===== config.mk =====
export PLATFORM = sky130hd
export DESIGN_NAME = pointer_cursor_tracker_top
export DESIGN_NICKNAME = d
export VERILOG_FILES = /design/src/hdl/pct_pkg.sv /design/src/hdl/pointer_cursor_tracker_top.sv
export VERILOG_INCLUDE_DIRS = /design/src /design/src/hdl
export SDC_FILE = /design/constraint.sdc
export NUM_CORES = 1
export LEC_CHECK = 0
export BUFFER_PORTS_ARGS = -buffer_cell sky130_fd_sc_hd__buf_2
export CAP_MARGIN = 20
export CORE_ASPECT_RATIO = 0.7
export CORE_MARGIN = 2
export CORE_UTILIZATION = 60
export DETAILED_ROUTE_END_ITERATION = 16
export GPL_TIMING_DRIVEN = 0
export HOLD_SLACK_MARGIN = 0.02
export PLACE_DENSITY = 0.78
export SYNTH_ARGS = -nofsm -noshare
export SYNTH_HDL_FRONTEND = slang
export SYNTH_SLANG_ARGS = --single-unit
export TNS_END_PERCENT = 5

===== constraint.sdc =====
create_clock -name clk -period 14.95 [get_ports clk]
set_input_delay 1.495 -clock clk [delete_from_list [all_inputs] [get_ports clk]]
set_output_delay 1.495 -clock clk [all_outputs]
set_load 0.01 [all_outputs]

===== src/hdl/pointer_cursor_tracker_top_macros.svh =====
// ----------------------------------------------------------------------------
// Assertion macros for the pointer cursor tracker
// Immediate-implication and next-cycle checks, clocked on clk, off in reset.
// ----------------------------------------------------------------------------
`ifndef POINTER_CURSOR_TRACKER_TOP_MACROS_SVH
`define POINTER_CURSOR_TRACKER_TOP_MACROS_SVH

// same-cycle implication
`define PCT_ASSERT_NOW(label, ante, cons) \
  label: assert property (@(posedge clk) disable iff (rst) (ante) |-> (cons)) \
    else $error("pct: same-cycle check failed");

// implication checked in the next cycle
`define PCT_ASSERT_NEXT(label, ante, cons) \
  label: assert property (@(posedge clk) disable iff (rst) (ante) |=> (cons)) \
    else $error("pct: next-cycle check failed");

`endif


===== src/hdl/pct_pkg.sv =====
// ----------------------------------------------------------------------------
// pct_pkg
// Types, constants and the clamp helper for the pointer cursor tracker.
// ----------------------------------------------------------------------------
`default_nettype none

package pct_pkg;

  localparam int COORD_W  = 12;
  localparam int END_W    = 13;
  localparam int DELTA_W  = 9;
  localparam int SPEED_W  = 8;
  localparam int RUN_W    = 6;
  localparam int IDX_W    = 3;
  localparam int CFG_W    = 13;
  // delta * gain is 18 bits signed; one more for the fraction carry
  localparam int POOL_W   = 19;

  localparam logic [RUN_W-1:0]   RUN_LIMIT     = 6'd45;
  localparam logic [SPEED_W-1:0] SPEED_RESET   = 8'd64;
  localparam logic [COORD_W-1:0] COORD_MAX     = 12'd4095;

  typedef enum logic [IDX_W-1:0] {
    REG_STEP_SPEED       = 3'd0,
    REG_LIMIT_LEFT       = 3'd1,
    REG_LIMIT_TOP        = 3'd2,
    REG_LIMIT_RIGHT_END  = 3'd3,
    REG_LIMIT_BOTTOM_END = 3'd4
  } reg_index_t;

  typedef logic signed [POOL_W-1:0] pool_t;

  // upper clamp first, then lower: crossed limits resolve to the lower bound
  function automatic logic [COORD_W-1:0] clamp_axis(input pool_t v,
                                                    input logic [COORD_W-1:0] lo,
                                                    input logic [END_W-1:0] bound);
    pool_t hi;
    pool_t r;
    hi = $signed({{(POOL_W-END_W){1'b0}}, bound}) - pool_t'(1);
    if (hi > $signed({{(POOL_W-COORD_W){1'b0}}, COORD_MAX})) begin
      hi = $signed({{(POOL_W-COORD_W){1'b0}}, COORD_MAX});
    end
    r = v;
    if (r > hi) begin
      r = hi;
    end
    if (r < $signed({{(POOL_W-COORD_W){1'b0}}, lo})) begin
      r = $signed({{(POOL_W-COORD_W){1'b0}}, lo});
    end
    return r[COORD_W-1:0];
  endfunction

endpackage

`default_nettype wire


===== src/hdl/pointer_cursor_tracker_top.sv =====
// ----------------------------------------------------------------------------
// pointer_cursor_tracker_top
// Scales mouse reports into a fractional position, clamps it to a limit
// rectangle and shows a midpoint-smoothed cursor until a long move run.
// ----------------------------------------------------------------------------
//  channel | dir | handshake          | payload
//  s_*     | in  | s_tvalid/s_tready  | tdata: delta_x, delta_y
//  m_*     | out | m_tvalid/m_tready  | tdata: cursor_x, cursor_y; tuser: smoothing_on
//  cfg_*   | in  | cfg_valid/cfg_ready| cfg_index, cfg_data
//
// One report per cycle sustained while m_tready is high; m_tvalid rises after
// the s_* transaction has passed the input register, then the multiply/accumulate/
// clamp/average pass into the result register, which also updates the position state.
// rst is synchronous: position to screen center, smoothing on, speed 64.
// A stalled output holds the result; the input register still takes one more
// transaction, then s_tready drops. cfg_ready is always high.
`default_nettype none

module pointer_cursor_tracker_top #(
  parameter int SCREEN_WIDTH  = 640,
  parameter int SCREEN_HEIGHT = 480,
  parameter int FRACTION_BITS = 6
) (
  input  wire logic                          clk,
  input  wire logic                          rst,
  input  wire logic                          s_tvalid,
  output logic                               s_tready,
  input  wire logic [23:0]                   s_tdata,   // delta_x[8:0], delta_y[17:9], zero
  output logic                               m_tvalid,
  input  wire logic                          m_tready,
  output logic [23:0]                        m_tdata,   // cursor_x[11:0], cursor_y[23:12]
  output logic [0:0]                         m_tuser,   // smoothing_on[0]
  input  wire logic                          cfg_valid,
  output logic                               cfg_ready,
  input  wire logic [pct_pkg::IDX_W-1:0]     cfg_index,
  input  wire logic [pct_pkg::CFG_W-1:0]     cfg_data
);

  import pct_pkg::*;

  `include "pointer_cursor_tracker_top_macros.svh"

  localparam int FB = FRACTION_BITS;

  // configuration
  logic [SPEED_W-1:0] step_speed;
  logic [COORD_W-1:0] limit_left;
  logic [COORD_W-1:0] limit_top;
  logic [END_W-1:0]   limit_right_end;
  logic [END_W-1:0]   limit_bottom_end;

  // state
  logic [FB-1:0]      fraction_x;
  logic [FB-1:0]      fraction_y;
  logic [COORD_W-1:0] target_x;
  logic [COORD_W-1:0] target_y;
  logic               smooth_active;
  logic [RUN_W-1:0]   moving_run_count;

  // input register
  logic                      in_valid;
  logic signed [DELTA_W-1:0] in_dx;
  logic signed [DELTA_W-1:0] in_dy;

  // result register
  logic [COORD_W-1:0] out_x;
  logic [COORD_W-1:0] out_y;
  logic               out_smooth;

  logic advance;
  assign advance   = in_valid && (!m_tvalid || m_tready);
  assign s_tready  = !in_valid || advance;
  assign cfg_ready = 1'b1;

  // datapath
  logic signed [DELTA_W-1:0] gain;
  pool_t                     pool_x, pool_y;
  pool_t                     pos_x, pos_y;
  logic [COORD_W-1:0]        nx, ny;
  logic                      moved;
  logic [COORD_W:0]          sum_x, sum_y;
  logic [COORD_W-1:0]        shown_x_next, shown_y_next;
  logic [RUN_W-1:0]          run_next;
  logic                      smooth_next;

  always_comb begin
    // a speed of zero acts as one
    gain = (step_speed == '0) ? DELTA_W'(1) : $signed({1'b0, step_speed});
    pool_x = POOL_W'(in_dx * gain) + $signed({{(POOL_W-FB){1'b0}}, fraction_x});
    pool_y = POOL_W'(in_dy * gain) + $signed({{(POOL_W-FB){1'b0}}, fraction_y});
    pos_x = $signed({{(POOL_W-COORD_W){1'b0}}, target_x}) + (pool_x >>> FB);
    pos_y = $signed({{(POOL_W-COORD_W){1'b0}}, target_y}) + (pool_y >>> FB);
    nx = clamp_axis(pos_x, limit_left, limit_right_end);
    ny = clamp_axis(pos_y, limit_top, limit_bottom_end);
    moved = (nx != target_x) || (ny != target_y);
    sum_x = {1'b0, target_x} + {1'b0, nx};
    sum_y = {1'b0, target_y} + {1'b0, ny};

    shown_x_next = nx;
    shown_y_next = ny;
    run_next     = moving_run_count;
    smooth_next  = smooth_active;
    if (smooth_active) begin
      if (moved) begin
        shown_x_next = sum_x[COORD_W:1];
        shown_y_next = sum_y[COORD_W:1];
        if (moving_run_count <= RUN_LIMIT) begin
          run_next = moving_run_count + RUN_W'(1);
        end
        if (run_next > RUN_LIMIT) begin
          smooth_next = 1'b0;
        end
      end else begin
        run_next = '0;
      end
    end
  end

  always_ff @(posedge clk) begin
    if (rst) begin
      step_speed       <= SPEED_RESET;
      limit_left       <= '0;
      limit_top        <= '0;
      limit_right_end  <= END_W'(SCREEN_WIDTH);
      limit_bottom_end <= END_W'(SCREEN_HEIGHT);
      fraction_x       <= '0;
      fraction_y       <= '0;
      target_x         <= COORD_W'(SCREEN_WIDTH / 2);
      target_y         <= COORD_W'(SCREEN_HEIGHT / 2);
      smooth_active    <= 1'b1;
      moving_run_count <= '0;
      in_valid         <= 1'b0;
      m_tvalid         <= 1'b0;
    end else begin
      if (s_tvalid && s_tready) begin
        in_valid <= 1'b1;
        in_dx    <= $signed(s_tdata[DELTA_W-1:0]);
        in_dy    <= $signed(s_tdata[2*DELTA_W-1:DELTA_W]);
      end else if (advance) begin
        in_valid <= 1'b0;
      end

      if (advance) begin
        fraction_x       <= pool_x[FB-1:0];
        fraction_y       <= pool_y[FB-1:0];
        target_x         <= nx;
        target_y         <= ny;
        smooth_active    <= smooth_next;
        moving_run_count <= run_next;
        out_x            <= shown_x_next;
        out_y            <= shown_y_next;
        out_smooth       <= smooth_next;
        m_tvalid         <= 1'b1;
      end else if (m_tready) begin
        m_tvalid <= 1'b0;
      end

      if (cfg_valid && cfg_ready) begin
        case (cfg_index)
          REG_STEP_SPEED: begin
            step_speed <= cfg_data[SPEED_W-1:0];
            fraction_x <= '0;
            fraction_y <= '0;
          end
          REG_LIMIT_LEFT:       limit_left       <= cfg_data[COORD_W-1:0];
          REG_LIMIT_TOP:        limit_top        <= cfg_data[COORD_W-1:0];
          REG_LIMIT_RIGHT_END:  limit_right_end  <= cfg_data[END_W-1:0];
          REG_LIMIT_BOTTOM_END: limit_bottom_end <= cfg_data[END_W-1:0];
          default: ;
        endcase
      end
    end
  end

  assign m_tdata = {out_y, out_x};
  assign m_tuser = out_smooth;

  // smoothing never comes back once dropped
  `PCT_ASSERT_NEXT(a_smooth_sticky, !smooth_active, !smooth_active)
  // while smoothing, the run has not passed the limit
  `PCT_ASSERT_NOW(a_run_bound, smooth_active, moving_run_count <= RUN_LIMIT)
  // input side stalls only behind a held result
  `PCT_ASSERT_NOW(a_stall_cause, !s_tready, in_valid && m_tvalid && !m_tready)

endmodule

`default_nettype wire

# Yosys cells after proc, flatten, opt, wreduce, memory -nomap -nowiden
# Index checks and enable logic that the tools add are counted.
# word_totals
word_cells,91
out_inout_bits,28
regBits,146
inputBits,45
# classes
bitwise_logic,1
n_mul,2
n_eq_ne,6
magnitude_cmp,8
add_sub_neg,9
n_mux,28
n_reduce_logical,19
# op_table
cell,n
19-bit 2-to-1 mux,4
12-bit 2-to-1 mux,6
6-bit 2-to-1 mux,10
18-bit by 7-bit adder with 19-bit output,2
14-bit by 19-bit greater-than comparator with 1-bit output,2
19-bit by 13-bit < comparator with 1-bit output,2
9-bit by 9-bit multiplier with 18-bit output,2
13-bit by 13-bit adder with 14-bit output,2
"14-bit by 13-bit greater-than comparator with 1-bit output, second input constant",2
"13-bit by 1-bit subtractor with 14-bit output, second input constant",2
12-bit by 12-bit adder with 13-bit output,2
12-bit inequality test,2
2-bit AND reduction,8
8-bit zero test,1
8-bit 2-to-1 mux,1
1-bit 2-to-1 mux,7
"6-bit by 1-bit adder with 6-bit output, second input constant",1
"3-bit by 2-bit == test with 1-bit output, second input constant",2
"6-bit greater-than comparator, second input constant",1
"6-bit less-or-equal comparator, second input constant",1
2-bit nonzero test,2
"3-bit by 1-bit == test with 1-bit output, second input constant",1
"3-bit == test, second input constant",1
3-bit zero test,1
4 further kinds,8

# Depth between registers and ports, before layout
# logic_depth
ltp_word,17
ltp_mapped,64
depth_no_buf,61

# Least setup slack after synthesis
# OpenSTA, ideal clock, no wires.
# synth_timing
kind,register to register
start,register step_speed[4]
end,register out_x[10] (data pin)
setup_slack_ns,2.388
stages_incl_launch_ff,58
t_arrival_ns,12.302
setup_ns,0.260
n_path_buf,3
required_time_ns,14.690
cell_sequence,dfxtp_1 > nor4_1 > a21o_1 > clkbuf_1 > nand2_1 > fa_1 > fa_1 > inv_1 > ha_1 > fa_1 > inv_1 > fa_1 > inv_1 > ha_1 > o21ai_0 > nand2b_1 > a31oi_2 > nor2b_1 > [... 22 more ...] > o21ai_0 > or4b_1 > o21ai_2 > a21oi_4 > buf_6 > mux2i_2 > inv_1 > ha_1 > a21o_1 > a21oi_1 > o21ai_0 > a21oi_1 > o21ai_0 > a21o_1 > a21oi_1 > o21ai_0 > xor2_1 > mux2_2
# synth_between
elab_chain_cells,13
# synth_lines
item,line_no,rtl
start: declaration,pointer_cursor_tracker_top.sv:46,logic [SPEED_W-1:0] step_speed;
start signal: assignment,pointer_cursor_tracker_top.sv:161,step_speed <= cfg_data[SPEED_W-1:0];
8-bit zero test,pointer_cursor_tracker_top.sv:88,"gain = (step_speed == '0) ? DELTA_W'(1) : $signed({1'b0, step_speed});"
8-bit 2-to-1 mux (*),pointer_cursor_tracker_top.sv:88,
9-bit by 9-bit multiplier with 18-bit output (*),pointer_cursor_tracker_top.sv:89,"pool_x = POOL_W'(in_dx * gain) + $signed({{(POOL_W-FB){1'b0}}, fraction_x});"
18-bit by 7-bit adder with 19-bit output (*),pointer_cursor_tracker_top.sv:89,
13-bit by 13-bit adder with 14-bit output (*),pointer_cursor_tracker_top.sv:91,"pos_x = $signed({{(POOL_W-COORD_W){1'b0}}, target_x}) + (pool_x >>> FB);"
14-bit by 19-bit greater-than comparator with 1-bit output,pct_pkg.sv:44,if (r > hi) begin
19-bit 2-to-1 mux (*),pct_pkg.sv:44,
19-bit by 13-bit < comparator with 1-bit output,pct_pkg.sv:47,"if (r < $signed({{(POOL_W-COORD_W){1'b0}}, lo})) begin"
12-bit 2-to-1 mux (*),pct_pkg.sv:47,
via nx[1],pointer_cursor_tracker_top.sv:79,"logic [COORD_W-1:0] nx, ny;"
"parallel branches: the longest is 2 deep, another holds 12-bit by 12-bit adder with 13-bit output",-,
12-bit 2-to-1 mux (*),pointer_cursor_tracker_top.sv:104,if (moved) begin
12-bit 2-to-1 mux (*),pointer_cursor_tracker_top.sv:103,if (smooth_active) begin
via shown_x_next[10],pointer_cursor_tracker_top.sv:82,"logic [COORD_W-1:0] shown_x_next, shown_y_next;"
end signal: assignment,pointer_cursor_tracker_top.sv:150,out_x <= shown_x_next;
end: declaration,pointer_cursor_tracker_top.sv:66,logic [COORD_W-1:0] out_x;
# Mark *: on every way through the listed nets, which the timed path passes.
# A chain may end at the register's enable or synchronous reset.

# Worst setup path after layout
# layout_timing
start,register step_speed[4]
end,register out_x[9] (data pin)
# Same word-level chain as after synthesis.

==> reports/metrics.csv <==
metric,value,unit
Reg power frac,0.174,
Register Area,0.00335,mm^2
nets,2431,
vias,14113,
worst hold slack,0.456,ns
post-layout instance area,0.0181,mm^2
largest family of logic cells by synthesized area,adder cells,
# port buffers,65,
CP max FO,10,
GR Layer Usage met1,0.452,
hold path cells,2,
Critical R2R Capture,out_x[9],
Routed WL,44800,um
# IOs,73,
multiplexer area fraction after synthesis,0.0218,
adder-cell share of the synthesized area,0.331,
crit path to,out_x[9],
final hold viol count,0,
CTS sink count,146,
Setup WS post-layout,0.689,ns
Setup Skew,0.0156,ns
Rows,50,
register area share after synthesis,0.202,
Switching Power,0.00147,W
Critical Path AT,14.45,ns
Max-Cap Viols,0,
CP Launch Type,flop,
post-route minimum period,14.26,ns
htree depth,4,
highest ir drop seen on vdd,0.000143,V
Synth Area in Compound Gates,0.139,
Slew HR,0.314,
"Max stage delay cell, worst path",a2111oi_1,
most frequent CP cell,o21ai_0,
post-synthesis simple-gate area fraction,0.195,
Reg2Reg Launch Point,step_speed[4],
GRT met3 Usage,0.0712,
placed cell areas,0.0174,mm^2
fin. max-slew vios,0,
CTS hold repair buffers,0,
Synth Instances,1940,
Clk pwr share,0.147,
Int Pwr,0.00167,W
"Distinct cells, synth",70,
Pleak,8.43,nW
first-pass GRT wire length,71500,um
"flops & latches, synth",146,
worst-margin pin slew,1.03,ns
area of the mapped netlist,0.0166,mm^2
CP required,15.14,ns
DIE AREA,0.0290,mm^2
Area growth syn-to-layout,8.86,%
grt ovf,0,
WL/cell,18.6,um
Logic pwr share,0.679,
ys async rst share,0,
number of global-route vias before repair,13670,
Multi-input gate area,0.0122,mm^2
average cell area after synthesis,8.56,um^2
drt via density,5.87,
Critical Path Max Stage Delay,0.58,ns
DP HPWL,35900,um
Inserted Clock Buffers,17,
CTS tree,built,
Critical Path End Type,flop,
share of cells above drive strength 1,0.0785,
met2 usage,0.478,
kind of critical path,reg2reg,
top_reg_cell synth,dfxtp_1,
R2R setup slack,0.69,ns
Std-Cell Core Area,0.0270,mm^2
Final Util,0.671,
clk_lat worst skew,0.45,ns
final worst-path cycle share,0.954,
Die W,203,um
busiest grt layer,met2,
Max Buffers Root-to-Sink,2,
Final setup violation count,0,
P per Cell Area,174,mW/mm^2
"Clk pin slew, worst setup/hold paths",0.06,ns
ANT cells,0,
worst hold path class,reg2reg,
setup TNS,0,ns
die height,143,um
post-synth net total,2345,
antenna violations before repair,0,
Yosys warning count,0,
Final Wtd Congestion,0.978,
drt initial violations,1236,
pre-CTS setup slack,0.201,ns
fill cell count,2226,
Post-synth EDFFs,43,
gr usage total,0.318,
DRT Pass-1 Iters,7,
Routed Antenna Nets,0,
Synth Area in XOR/XNOR,0.0466,
fmax,70.1,MHz
worst r2r path cells,63,
largest net degree at the start of global routing,34,
DRC errors left,0,
Initial Util,0.616,
status,"finished, final reports clean",
Crit. Startpoint,step_speed[4],
sw frac,0.468,
Root Driver,clkbuf_16,
critical path, delay by kind of cell (launching register included):
kind | cells | cell delay (ns)
mux | 2 | 0.59
compound gates | 25 | 5.62
buf+inv | 8 | 1.01
simple gates | 14 | 2.03
flops | 1 | 0.31
xor+xnor | 3 | 0.39
fa+ha+maj | 11 | 4.03
power groups by stage:
stage          clock [W]  combinational, W  sequential, W
6_report        0.000460           0.00213       0.000547
4_1_cts         0.000461           0.00205       0.000546
3_3_place_gp           0           0.00197       0.000554
5_1_grt         0.000475           0.00235       0.000551
2_1_floorplan          0           0.00153       0.000547
3_5_place_dp           0           0.00203       0.000554
worst min path at each step:
stage,startpoint,end,slack (ns)
global route,limit_top[11],limit_top[11],0.48
CTS,limit_top[4],limit_top[4],0.46
floorplan,limit_top[11],limit_top[11],0.44
global placement,limit_top[5],limit_top[5],0.45
finish,limit_top[4],limit_top[4],0.46
detailed placement,limit_top[4],limit_top[4],0.45
cells by family (layout without fill, tap and decap cells):
kind of cell / count (synthesis) / in the layout
AND/OR/NAND/NOR: 660 / 660
adder cells (fa/ha/maj): 360 / 360
XOR/XNOR: 86 / 86
flip-flops: 146 / 146
AO/OA/AOI/OAI: 372 / 372
multiplexers: 33 / 33
buffers and inverters: 282 / 381
other: 1 / 1
what timing repair did:
item | 4_1_cts | 5_1_grt
resized for setup | 0 | 24
setup endpoints to repair | 0 | 32
buffers inserted | 0 | 2
sequential cells by signal, summed over array words and instances (netlist names), 8 cells and up:
name / count
in_dx: 9
in_dy: 9
limit_bottom_end: 13
limit_left: 12
limit_right_end: 13
limit_top: 12
out_x: 12
out_y: 12
step_speed: 8
target_x: 12
target_y: 12
synthesized netlist by cell type (all sizes together) (3+ instances only):
library cell | number | area, um^2
nand4 | 15 | 93.8
a21oi | 154 | 782
a21boi | 4 | 30.0
fa | 132 | 2640
clkbuf | 54 | 203
buf | 8 | 51.3
o21ai | 80 | 404
xor2 | 25 | 219
mux2i | 11 | 114
a31oi | 15 | 115
nor4 | 15 | 93.8
nand3b | 20 | 150
or4 | 13 | 97.6
edfxtp | 43 | 1290
nor3 | 32 | 160
xnor2 | 60 | 533
o211ai | 4 | 30.0
a2111oi | 4 | 53.8
nor2b | 15 | 93.8
and3 | 12 | 75.1
nor2 | 89 | 334
o41ai | 5 | 58.8
a211oi | 19 | 153
nand2 | 272 | 1020
nand2b | 12 | 75.1
inv | 220 | 826
a21o | 36 | 270
o21bai | 14 | 105
nor3b | 3 | 22.5
o31ai | 10 | 75.1
ha | 228 | 2850
and4 | 4 | 35.0
nand3 | 33 | 165
or3 | 4 | 25.0
mux2 | 22 | 248
o21a | 14 | 105
or3b | 3 | 26.3
dfxtp | 103 | 2060
and2 | 105 | 657
or2 | 6 | 37.5
metal layers:
metal / wire, um / vias up
met5: 0 / -
met1: 20400 / 6750
met3: 3890 / 91
met4: 1280 / 0
li1: - / 6748
met2: 19200 / 524
cell usage in the layout (no fill, tap or decap), types with 17 or more instances in the layout:
cell type  Yosys  routed
mux2_2        22      22
dfxtp_1      103     103
clkbuf_16      0      20
fa_1         132     132
xnor2_1       59      59
nor3_1        32      32
buf_2          2      67
ha_1         228     228
nand3_1       33      33
a211oi_1      17      17
edfxtp_1      43      43
inv_1        220     220
nor2_1        89      87
nand3b_1      20      20
o21ai_0       75      73
xor2_1        25      25
nand2_1      272     272
clkbuf_1      54      52
a21o_1        36      35
a21oi_1      153     152
and2_1       105     105
through the flow:
stage / total power, W / std cells
floorplan: 0.00208 / 1940
global placement: 0.00252 / 2369
detailed placement: 0.00258 / 2369
CTS: 0.00306 / 2401
global route: 0.00338 / 2403
finish: 0.00314 / 2403
final cells by class:
class | count | area share
Tap cell | 364 | 0.0252
Sequential cell | 146 | 0.185
Timing Repair Buffer | 67 | 0.0188
Multi-Input combinational cell | 1512 | 0.676
Buffer | 62 | 0.0145
Clock buffer | 26 | 0.0297
Clock inverter | 6 | 0.00484
Inverter | 220 | 0.0457
Note: power is estimated with default switching activity, not from simulation.
